<file path="config.mk">
export PLATFORM = sky130hd
export DESIGN_NAME = ddp_packetizer
export DESIGN_NICKNAME = d
export VERILOG_FILES = /design/src/ddp_pkg.sv /design/src/ddp_front.sv /design/src/ddp_queue.sv /design/src/ddp_back.sv /design/src/ddp_packetizer.sv
export SDC_FILE = /design/constraint.sdc
export NUM_CORES = 1
export LEC_CHECK = 0
export BUFFER_PORTS_ARGS = -buffer_cell sky130_fd_sc_hd__buf_2
export CORE_UTILIZATION = 50
export DETAILED_ROUTE_END_ITERATION = 7
export HOLD_SLACK_MARGIN = 0.02
export PLACE_DENSITY = 0.66
export SLEW_MARGIN = 20
export SYNTH_ARGS = -nofsm -noshare
export SYNTH_HDL_FRONTEND = slang
export SYNTH_SLANG_ARGS = --single-unit
</file>
<file path="constraint.sdc">
create_clock -name clk -period 7.65 [get_ports clk]
set_input_delay 1.53 -clock clk [delete_from_list [all_inputs] [get_ports clk]]
set_output_delay 1.53 -clock clk [all_outputs]
set_load 0.05 [all_outputs]
</file>
<file path="src/ddp_pkg.sv">
package ddp_pkg;

    // packet sizing
    localparam int MAX_PAYLOAD = 1440;
    localparam int LEN_W       = 11;
    localparam int OFFSET_W    = 24;
    localparam int SEQ_W       = 4;
    localparam int HDR_LEN     = 10;
    localparam int HDR_IDX_W   = 4;

    // queue between front and back
    localparam int QUEUE_DEPTH = 4;
    localparam int QPTR_W      = $clog2(QUEUE_DEPTH);
    localparam int QCNT_W      = $clog2(QUEUE_DEPTH + 1);

    // header flag bits
    localparam logic [7:0] FLAG_VER1 = 8'h40;
    localparam logic [7:0] FLAG_PUSH = 8'h01;

    // configuration register indexes
    localparam int CFG_IDX_W = 2;
    localparam logic [CFG_IDX_W-1:0] REG_AUTO_PUSH      = 2'd0;
    localparam logic [CFG_IDX_W-1:0] REG_DATA_TYPE_CODE = 2'd1;
    localparam logic [CFG_IDX_W-1:0] REG_DESTINATION_ID = 2'd2;

    // configuration reset values
    localparam logic       AUTO_PUSH_RST      = 1'b1;
    localparam logic [7:0] DATA_TYPE_CODE_RST = 8'd11;
    localparam logic [7:0] DESTINATION_ID_RST = 8'd1;

    // header byte positions
    localparam logic [HDR_IDX_W-1:0] HB_FLAGS     = 4'd0;
    localparam logic [HDR_IDX_W-1:0] HB_SEQ       = 4'd1;
    localparam logic [HDR_IDX_W-1:0] HB_DATA_TYPE = 4'd2;
    localparam logic [HDR_IDX_W-1:0] HB_DEST_ID   = 4'd3;
    localparam logic [HDR_IDX_W-1:0] HB_OFF_3     = 4'd4;
    localparam logic [HDR_IDX_W-1:0] HB_OFF_2     = 4'd5;
    localparam logic [HDR_IDX_W-1:0] HB_OFF_1     = 4'd6;
    localparam logic [HDR_IDX_W-1:0] HB_OFF_0     = 4'd7;
    localparam logic [HDR_IDX_W-1:0] HB_LEN_HI    = 4'd8;
    localparam logic [HDR_IDX_W-1:0] HB_LEN_LO    = 4'd9;
    localparam logic [HDR_IDX_W-1:0] HB_DONE      = 4'd10;

    typedef struct packed {
        logic [7:0]          data_byte;
        logic [OFFSET_W-1:0] frame_length;
    } pix_t;

    typedef struct packed {
        logic [7:0] out_byte;
        logic       is_header;
        logic       packet_last;
    } pkt_t;

    typedef struct packed {
        logic       auto_push;
        logic [7:0] data_type_code;
        logic [7:0] destination_id;
    } cfg_t;

    // one classified request: payload byte plus header fields when it opens a packet
    typedef struct packed {
        logic [7:0]          data_byte;
        logic                packet_last;
        logic                opens;
        logic                push;
        logic [SEQ_W-1:0]    seq;
        logic [OFFSET_W-1:0] offset;
        logic [LEN_W-1:0]    len;
    } job_t;

endpackage

</file>
<file path="src/ddp_front.sv">
module ddp_front (
    input  logic          clk,
    input  logic          rst_n,
    input  logic          accept,
    input  ddp_pkg::pix_t pix,
    input  ddp_pkg::cfg_t cfg,
    output ddp_pkg::job_t job
);

    logic [ddp_pkg::OFFSET_W-1:0] offset_reg, offset_next;
    logic [ddp_pkg::SEQ_W-1:0]    seq_reg, seq_next;
    logic [ddp_pkg::LEN_W-1:0]    left_reg, left_next;

    logic [ddp_pkg::OFFSET_W-1:0] flen;
    logic                         opens;
    logic [ddp_pkg::OFFSET_W-1:0] offset_base;
    logic [ddp_pkg::OFFSET_W-1:0] remaining;
    logic                         final_packet;
    logic [ddp_pkg::LEN_W-1:0]    len;
    logic [ddp_pkg::LEN_W-1:0]    left_cur;
    logic                         last;
    logic [ddp_pkg::OFFSET_W-1:0] offset_inc;

    // packet start classification
    always_comb
    begin
        flen         = (pix.frame_length == '0) ? ddp_pkg::OFFSET_W'(1) : pix.frame_length;
        opens        = (left_reg == '0);
        offset_base  = (opens && (offset_reg >= flen)) ? '0 : offset_reg;
        remaining    = flen - offset_base;
        final_packet = (remaining <= ddp_pkg::OFFSET_W'(ddp_pkg::MAX_PAYLOAD));
        len          = final_packet ? remaining[ddp_pkg::LEN_W-1:0]
                                    : ddp_pkg::LEN_W'(ddp_pkg::MAX_PAYLOAD);
        left_cur     = opens ? len : left_reg;
        left_next    = left_cur - ddp_pkg::LEN_W'(1);
        last         = (left_next == '0);
        offset_inc   = offset_base + ddp_pkg::OFFSET_W'(1);
        offset_next  = (last && (offset_inc >= flen)) ? '0 : offset_inc;
        seq_next     = opens ? seq_reg + ddp_pkg::SEQ_W'(1) : seq_reg;
    end

    // request toward the queue
    always_comb
    begin
        job.data_byte   = pix.data_byte;
        job.packet_last = last;
        job.opens       = opens;
        job.push        = cfg.auto_push & final_packet;
        job.seq         = seq_reg;
        job.offset      = offset_base;
        job.len         = len;
    end

    // frame state
    always_ff @(posedge clk or negedge rst_n)
    begin
        if (!rst_n)
        begin
            offset_reg <= '0;
            seq_reg    <= '0;
            left_reg   <= '0;
        end
        else if (accept)
        begin
            offset_reg <= offset_next;
            seq_reg    <= seq_next;
            left_reg   <= left_next;
        end
    end

endmodule

</file>
<file path="src/ddp_queue.sv">
module ddp_queue (
    input  logic          clk,
    input  logic          rst_n,
    input  logic          push,
    input  ddp_pkg::job_t wr_job,
    output logic          full,
    input  logic          pop,
    output logic          rd_valid,
    output ddp_pkg::job_t rd_job
);

    ddp_pkg::job_t              entry_reg [ddp_pkg::QUEUE_DEPTH];
    logic [ddp_pkg::QPTR_W-1:0] wr_ptr_reg, wr_ptr_next;
    logic [ddp_pkg::QPTR_W-1:0] rd_ptr_reg, rd_ptr_next;
    logic [ddp_pkg::QCNT_W-1:0] count_reg, count_next;

    // status and head entry
    assign full     = (count_reg == ddp_pkg::QCNT_W'(ddp_pkg::QUEUE_DEPTH));
    assign rd_valid = (count_reg != '0);
    assign rd_job   = entry_reg[rd_ptr_reg];

    // pointer wrap
    always_comb
    begin
        wr_ptr_next = (wr_ptr_reg == ddp_pkg::QPTR_W'(ddp_pkg::QUEUE_DEPTH - 1))
                      ? '0 : wr_ptr_reg + ddp_pkg::QPTR_W'(1);
        rd_ptr_next = (rd_ptr_reg == ddp_pkg::QPTR_W'(ddp_pkg::QUEUE_DEPTH - 1))
                      ? '0 : rd_ptr_reg + ddp_pkg::QPTR_W'(1);
        count_next  = count_reg;
        if (push && !pop)
            count_next = count_reg + ddp_pkg::QCNT_W'(1);
        else if (pop && !push)
            count_next = count_reg - ddp_pkg::QCNT_W'(1);
    end

    // control
    always_ff @(posedge clk or negedge rst_n)
    begin
        if (!rst_n)
        begin
            wr_ptr_reg <= '0;
            rd_ptr_reg <= '0;
            count_reg  <= '0;
        end
        else
        begin
            if (push)
                wr_ptr_reg <= wr_ptr_next;
            if (pop)
                rd_ptr_reg <= rd_ptr_next;
            count_reg <= count_next;
        end
    end

    // storage
    always_ff @(posedge clk)
    begin
        if (push)
            entry_reg[wr_ptr_reg] <= wr_job;
    end

    // checks
    a_count_bound: assert property (@(posedge clk) disable iff (!rst_n)
        count_reg <= ddp_pkg::QCNT_W'(ddp_pkg::QUEUE_DEPTH))
        else $error("queue count over depth");

    a_no_overflow: assert property (@(posedge clk) disable iff (!rst_n)
        full |-> !push || pop)
        else $error("push into full queue");

    a_no_underflow: assert property (@(posedge clk) disable iff (!rst_n)
        pop |-> rd_valid)
        else $error("pop from empty queue");

    a_count_up: assert property (@(posedge clk) disable iff (!rst_n)
        push && !pop |=> count_reg == $past(count_reg) + ddp_pkg::QCNT_W'(1))
        else $error("queue count did not follow push");

endmodule

</file>
<file path="src/ddp_back.sv">
module ddp_back (
    input  logic          clk,
    input  logic          rst_n,
    input  ddp_pkg::cfg_t cfg,
    input  logic          q_valid,
    input  ddp_pkg::job_t q_job,
    output logic          q_pop,
    output logic          pkt_valid,
    input  logic          pkt_stall,
    output ddp_pkg::pkt_t pkt
);

    logic [ddp_pkg::HDR_IDX_W-1:0] hdr_idx_reg, hdr_idx_next;
    logic                          valid_reg, valid_next;
    ddp_pkg::pkt_t                 pkt_reg, pkt_next;
    logic                          load;
    logic                          in_header;
    logic [7:0]                    hdr_byte;

    assign load      = !valid_reg || !pkt_stall;
    assign in_header = q_job.opens && (hdr_idx_reg != ddp_pkg::HB_DONE);

    // header byte select
    always_comb
    begin
        case (hdr_idx_reg)
            ddp_pkg::HB_FLAGS:
                hdr_byte = ddp_pkg::FLAG_VER1 | (q_job.push ? ddp_pkg::FLAG_PUSH : 8'h00);
            ddp_pkg::HB_SEQ:       hdr_byte = {{(8 - ddp_pkg::SEQ_W){1'b0}}, q_job.seq};
            ddp_pkg::HB_DATA_TYPE: hdr_byte = cfg.data_type_code;
            ddp_pkg::HB_DEST_ID:   hdr_byte = cfg.destination_id;
            ddp_pkg::HB_OFF_3:     hdr_byte = 8'h00;
            ddp_pkg::HB_OFF_2:     hdr_byte = q_job.offset[23:16];
            ddp_pkg::HB_OFF_1:     hdr_byte = q_job.offset[15:8];
            ddp_pkg::HB_OFF_0:     hdr_byte = q_job.offset[7:0];
            ddp_pkg::HB_LEN_HI:
                hdr_byte = {{(16 - ddp_pkg::LEN_W){1'b0}}, q_job.len[ddp_pkg::LEN_W-1:8]};
            ddp_pkg::HB_LEN_LO:    hdr_byte = q_job.len[7:0];
            default:               hdr_byte = 8'h00;
        endcase
    end

    // header sequencer and output register load
    always_comb
    begin
        hdr_idx_next = hdr_idx_reg;
        valid_next   = valid_reg;
        pkt_next     = pkt_reg;
        q_pop        = 1'b0;
        if (load)
        begin
            valid_next = q_valid;
            if (q_valid)
            begin
                if (in_header)
                begin
                    pkt_next.out_byte    = hdr_byte;
                    pkt_next.is_header   = 1'b1;
                    pkt_next.packet_last = 1'b0;
                    hdr_idx_next         = hdr_idx_reg + ddp_pkg::HDR_IDX_W'(1);
                end
                else
                begin
                    pkt_next.out_byte    = q_job.data_byte;
                    pkt_next.is_header   = 1'b0;
                    pkt_next.packet_last = q_job.packet_last;
                    hdr_idx_next         = '0;
                    q_pop                = 1'b1;
                end
            end
        end
    end

    // control
    always_ff @(posedge clk or negedge rst_n)
    begin
        if (!rst_n)
        begin
            hdr_idx_reg <= '0;
            valid_reg   <= 1'b0;
        end
        else
        begin
            hdr_idx_reg <= hdr_idx_next;
            valid_reg   <= valid_next;
        end
    end

    // output payload
    always_ff @(posedge clk)
    begin
        pkt_reg <= pkt_next;
    end

    assign pkt_valid = valid_reg;
    assign pkt       = pkt_reg;

    // checks
    a_idx_bound: assert property (@(posedge clk) disable iff (!rst_n)
        hdr_idx_reg <= ddp_pkg::HB_DONE)
        else $error("header index out of range");

    a_hdr_then_payload: assert property (@(posedge clk) disable iff (!rst_n)
        q_pop |-> !in_header)
        else $error("request popped before its header was sent");

    a_stall_hold: assert property (@(posedge clk) disable iff (!rst_n)
        pkt_valid && pkt_stall |=> pkt_valid && $stable(pkt))
        else $error("output request changed while stalled");

endmodule

</file>
<file path="src/ddp_packetizer.sv">
// ddp_packetizer: cuts a stream of frame bytes into display protocol packets.
// pixel channel (pix_valid / pix_stall / pix): one frame byte per request,
// with the frame's total length repeated on every byte of the frame.
// packet channel (pkt_valid / pkt_stall / pkt): one packet byte per request;
// each packet is a 10-byte header (is_header set) followed by up to
// MAX_PAYLOAD payload bytes, packet_last set on the last payload byte.
// config port (cfg_we / cfg_index / cfg_data): index 0 auto_push, 1 data type
// code, 2 destination id; write only while the block is idle.
// with the queue empty, a byte that continues a packet passes through its queue entry
// and the output byte register; a byte that opens a packet follows its header.
// throughput: one payload byte per cycle while pkt_stall is low, plus each packet's
// 10 header bytes, set by the single output byte register of the back end sequencer.
// a 4-entry queue separates classification from output, so input keeps
// flowing while a header goes out until the queue fills.
// reset clears frame offset, sequence number and open packet and loads the
// config defaults (auto_push 1, type 11, destination 1).
// when pkt_stall is high the output byte holds; the queue fills, then
// pix_stall rises; nothing is dropped.
module ddp_packetizer (
    input  logic                           clk,
    input  logic                           rst_n,
    input  logic                           pix_valid,
    output logic                           pix_stall,
    input  ddp_pkg::pix_t                  pix,
    output logic                           pkt_valid,
    input  logic                           pkt_stall,
    output ddp_pkg::pkt_t                  pkt,
    input  logic                           cfg_we,
    input  logic [ddp_pkg::CFG_IDX_W-1:0]  cfg_index,
    input  logic [7:0]                     cfg_data
);

    ddp_pkg::cfg_t cfg_reg;
    ddp_pkg::job_t front_job;
    ddp_pkg::job_t head_job;
    logic          accept;
    logic          q_full;
    logic          q_valid;
    logic          q_pop;

    // configuration registers
    always_ff @(posedge clk or negedge rst_n)
    begin
        if (!rst_n)
        begin
            cfg_reg.auto_push      <= ddp_pkg::AUTO_PUSH_RST;
            cfg_reg.data_type_code <= ddp_pkg::DATA_TYPE_CODE_RST;
            cfg_reg.destination_id <= ddp_pkg::DESTINATION_ID_RST;
        end
        else if (cfg_we)
        begin
            case (cfg_index)
                ddp_pkg::REG_AUTO_PUSH:      cfg_reg.auto_push      <= cfg_data[0];
                ddp_pkg::REG_DATA_TYPE_CODE: cfg_reg.data_type_code <= cfg_data;
                ddp_pkg::REG_DESTINATION_ID: cfg_reg.destination_id <= cfg_data;
                default:                     cfg_reg                <= cfg_reg;
            endcase
        end
    end

    // input handshake
    assign pix_stall = q_full;
    assign accept    = pix_valid && !pix_stall;

    ddp_front u_front (
        .clk    (clk),
        .rst_n  (rst_n),
        .accept (accept),
        .pix    (pix),
        .cfg    (cfg_reg),
        .job    (front_job)
    );

    ddp_queue u_queue (
        .clk      (clk),
        .rst_n    (rst_n),
        .push     (accept),
        .wr_job   (front_job),
        .full     (q_full),
        .pop      (q_pop),
        .rd_valid (q_valid),
        .rd_job   (head_job)
    );

    ddp_back u_back (
        .clk       (clk),
        .rst_n     (rst_n),
        .cfg       (cfg_reg),
        .q_valid   (q_valid),
        .q_job     (head_job),
        .q_pop     (q_pop),
        .pkt_valid (pkt_valid),
        .pkt_stall (pkt_stall),
        .pkt       (pkt)
    );

endmodule

</file>
==> impl_metrics.py <==
metrics = {
    "status": {
        "status": "completed",
    },
    "setup_path": {
        "crit_family": "simple AND/OR/NAND/NOR gates",
        "crit_arrival_ns": 7.96,
        "critPathLaunch": "pix[1]",
        "slowest_stage": "nor4_4",
        "critPathBufInv": 8,
        "crit_required_ns": 8.09,
        "path_common_cell": "buf_6",
        "r2r_start": "u_front.left_reg[3]$_DFFE_PN0P_",
        "endpoint_kind": "register",
        "crit_path_start_kind": "input port",
        "slowest_delay_ns": 0.41,
        "path_class": "input port to register",
        "path_max_fanout": 12,
    },
    "pwr": {
        "clock_power_share": 0.211,
        "vdd_drop_max_uv": 194.5,
        "seqPwrFrac": 0.354,
        "power.leakage_uw": 0.007356,
        "switching_power_uw": 2342,
        "p_per_area_nw_per_um2": 337.3,
        "p_int_uw": 4050,
        "switching_share": 0.3664,
        "comb_power_share": 0.434,
        "p_total_uw": 6392,
    },
    "yosys": {
        "synth-seq-cells": 278,
        "synth_cells": 1275,
        "ys_types": 87,
        "yosysWarningCount": 0,
        "netlist_area_um2": 15210,
        "synth_edf_count": 210,
        "synth_nets": 1409,
        "async_reset_ff_frac": 0.2446,
        "ys.flop_type": "edfxtp_1",
        "synth-seq-area-share": 0.5268,
        "syn_avg_cell_area_um2": 11.93,
    },
    "finish": {
        "largest_reg_flops": 200,
        "antenna_cells": 0,
        "final_nets": 1633,
        "area_growth_syn_to_layout_pct": 24.58,
        "final_common_cell": "edfxtp_1",
        "design_area_um2": 18950,
        "final_core_util": 0.6360,
        "drive_above_1_share": 0.3412,
        "final_cell_mix": "210 x edfxtp_1, 204 x buf_4, 122 x nand2_1, 74 x nor2_1, 70 x ha_1",
        "nFillCells": 2322,
    },
    "placement": {
        "place.gp.congestion": 0.9805,
        "pre_cts_slack_ns": -0.6659,
        "port_buffers": 58,
        "place.detailed.hpwl_mm": 28.55,
        "placed_area_um2": 17420,
    },
    "clock_tree": {
        "cts_tree": "done",
        "ctsHoldBuffers": 0,
        "cts_max_path_buffers": 3,
        "numCtsBuffers": 28,
        "clkTransAtPathRegs_ns": 0.06,
        "clock_latency_ns": 0.56,
        "root_buffer": "clkbuf_16",
        "htree_num_levels": 1,
        "cts_num_sinks": 278,
    },
    "sta": {
        "period_needed_ns": 7.516,
        "worst_slack_ns": 0.1338,
        "whs_ns": 0.4907,
        "hold_viol": 0,
        "setup_viol": 0,
        "slew_headroom": 0.3778,
        "post-route-period-util": 0.9825,
        "rsz0062_at_grt": "yes",
        "maxSlewViolCount": 0,
        "skew_ns": 0.008845,
        "max_freq_mhz": 133.0,
        "worstMarginPinSlew_ns": 0.9333,
    },
    "global_route": {
        "grt_pass1_wl_mm": 60.87,
        "antenna_found_initial": 1,
        "grt_pass1_vias": 11060,
        "grt_overflow_total": 0,
        "grt_max_degree": 63,
        "track_usage": 0.2542,
    },
    "floorplanning": {
        "start_util": 0.5105,
        "rows": 63,
        "num_io_pins": 59,
        "fp.dieArea_um2": 31130,
        "dieWidth_um": 176.4,
        "coreArea_um2": 29800,
        "dieHeight_um": 176.4,
    },
    "drt": {
        "viasPerCell": 5.865,
        "drc": 0,
        "vias": 11210,
        "drt_first_pass_iters": 5,
        "post_drt_wl_per_cell_um": 20.72,
        "wirelength_mm": 39.60,
        "antenna_left": 0,
        "drt_iter0_drc": 851,
    },
    "hold_path": {
        "worstHoldStart": "u_back.pkt_valid$_DFFE_PN0P_",
        "hold_class": "register to register",
    },
    "job": {
        "maxCapViolCount": 0,
    },
}
[power by group through the flow]
| stage | clock, µW | sequential, µW | combinational (µW) |
|---|---|---|---|
| 6_report | 1350 | 2270 | 2780 |
| 5_1_grt | 1430 | 2300 | 3010 |
| 4_1_cts | 1370 | 2260 | 2610 |
| 3_5_place_dp | 0 | 2290 | 2600 |
| 3_3_place_gp | 0 | 2270 | 2560 |
| 2_1_floorplan | 0 | 2310 | 1640 |
[kinds of logic (layout without fill, tap and decap cells)]
| logic type | count (synthesis) | in the layout | synth area share |
|---|---|---|---|
| XOR/XNOR | 46 | 46 | 0.02698 |
| multiplexers | 76 | 76 | 0.09294 |
| buffers and inverters | 143 | 389 | 0.03964 |
| AND/OR/NAND/NOR | 382 | 382 | 0.1251 |
| flip-flops | 278 | 278 | 0.5268 |
| adder cells (fa/ha/maj) | 87 | 87 | 0.07254 |
| AO/OA/AOI/OAI | 263 | 263 | 0.1160 |
[cell type report]
| type | instances | area (µm²) | area share |
|---|---|---|---|
| clock inverters | 16 | 160.2 | 0.008451 |
| clock buffers | 36 | 760.7 | 0.04014 |
| repair buffers | 270 | 1971 | 0.1040 |
| well taps | 390 | 488.0 | 0.02575 |
| inverters | 67 | 254.0 | 0.01340 |
| multi-input cells | 854 | 7298 | 0.3851 |
| flip-flops and latches | 278 | 8019 | 0.4231 |
[stage by stage]
step           instances  TNS [ns]
6_report            1911         0
5_1_grt             1911    -5.034
4_1_cts             1896         0
3_5_place_dp        1844    -17.71
3_3_place_gp        1844    -16.46
2_1_floorplan       1275    -1.984
[per-layer routing]
| metal | global-route usage | share of wire | up-vias |
|---|---|---|---|
| li1 | - | - | 5255 |
| met1 | 0.3562 | 0.45 | 5545 |
| met2 | 0.4206 | 0.48 | 340 |
| met3 | 0.02239 | 0.046 | 68 |
| met4 | 0.08010 | 0.027 | 0 |
| met5 | 0 | 0 | - |
[synth_stat cells, types with 5 or more instances]
library cell	number	area, µm²
o21ai_0	46	230.2
and2_1	14	87.58
buf_1	8	30.03
buf_6	6	67.56
xnor2_1	27	236.5
nor2b_1	7	43.79
nor2_1	85	319.1
ha_1	85	1064
a31oi_1	9	56.30
mux2_2	22	247.7
nor3_1	23	115.1
o211ai_1	10	75.07
dfrtp_1	63	1577
nand2_1	126	473.0
and3_1	9	56.30
nand3_1	25	125.1
a22oi_1	6	45.04
inv_1	65	244.0
a21oi_1	73	365.4
a32oi_1	7	61.31
nor3b_1	7	52.55
dfstp_2	5	131.4
mux4_2	50	1126
clkbuf_1	56	210.2
a21o_1	24	180.2
and4_1	6	52.55
a211oi_1	15	112.6
xor2_1	18	157.7
nor4_1	13	81.33
edfxtp_1	210	6306
a222oi_1	6	60.06
nand4_1	23	143.9
nand2b_1	11	68.82
a22o_1	7	61.31
or3_1	7	43.79
[worst paths after layout]
path	to	slack (ns)	cells past startpoint
max	u_front.offset_reg[10]$_DFFE_PN0P_	0.13	39
min	u_back.pkt_valid$_DFFE_PN0P_	0.49	2
max reg2reg	u_front.offset_reg[10]$_DFFE_PN0P_	0.75	32
min reg2reg	u_back.pkt_valid$_DFFE_PN0P_	0.49	2
max in group asynchronous	u_queue.rd_ptr_reg[0]$_DFFE_PN0P_	5.65	2
min in group asynchronous	u_front.left_reg[0]$_DFFE_PN0P_	0.78	1
[tightest hold or removal path, cell delays in order, from the launching register on]
cell and delay [ns]:
dfrtp_1 0.36, nand2_1 0.06, nand2_1 0.04
[repair_timing]
| action | 4_1_cts | 5_1_grt |
|---|---|---|
| pin swaps | 0 | 30 |
| setup endpoints to repair | 24 | 30 |
| buffers inserted | 0 | 13 |
| gates cloned | 0 | 2 |
| gates resized for setup | 1 | 87 |
Note: power is estimated with default switching activity, not from simulation.
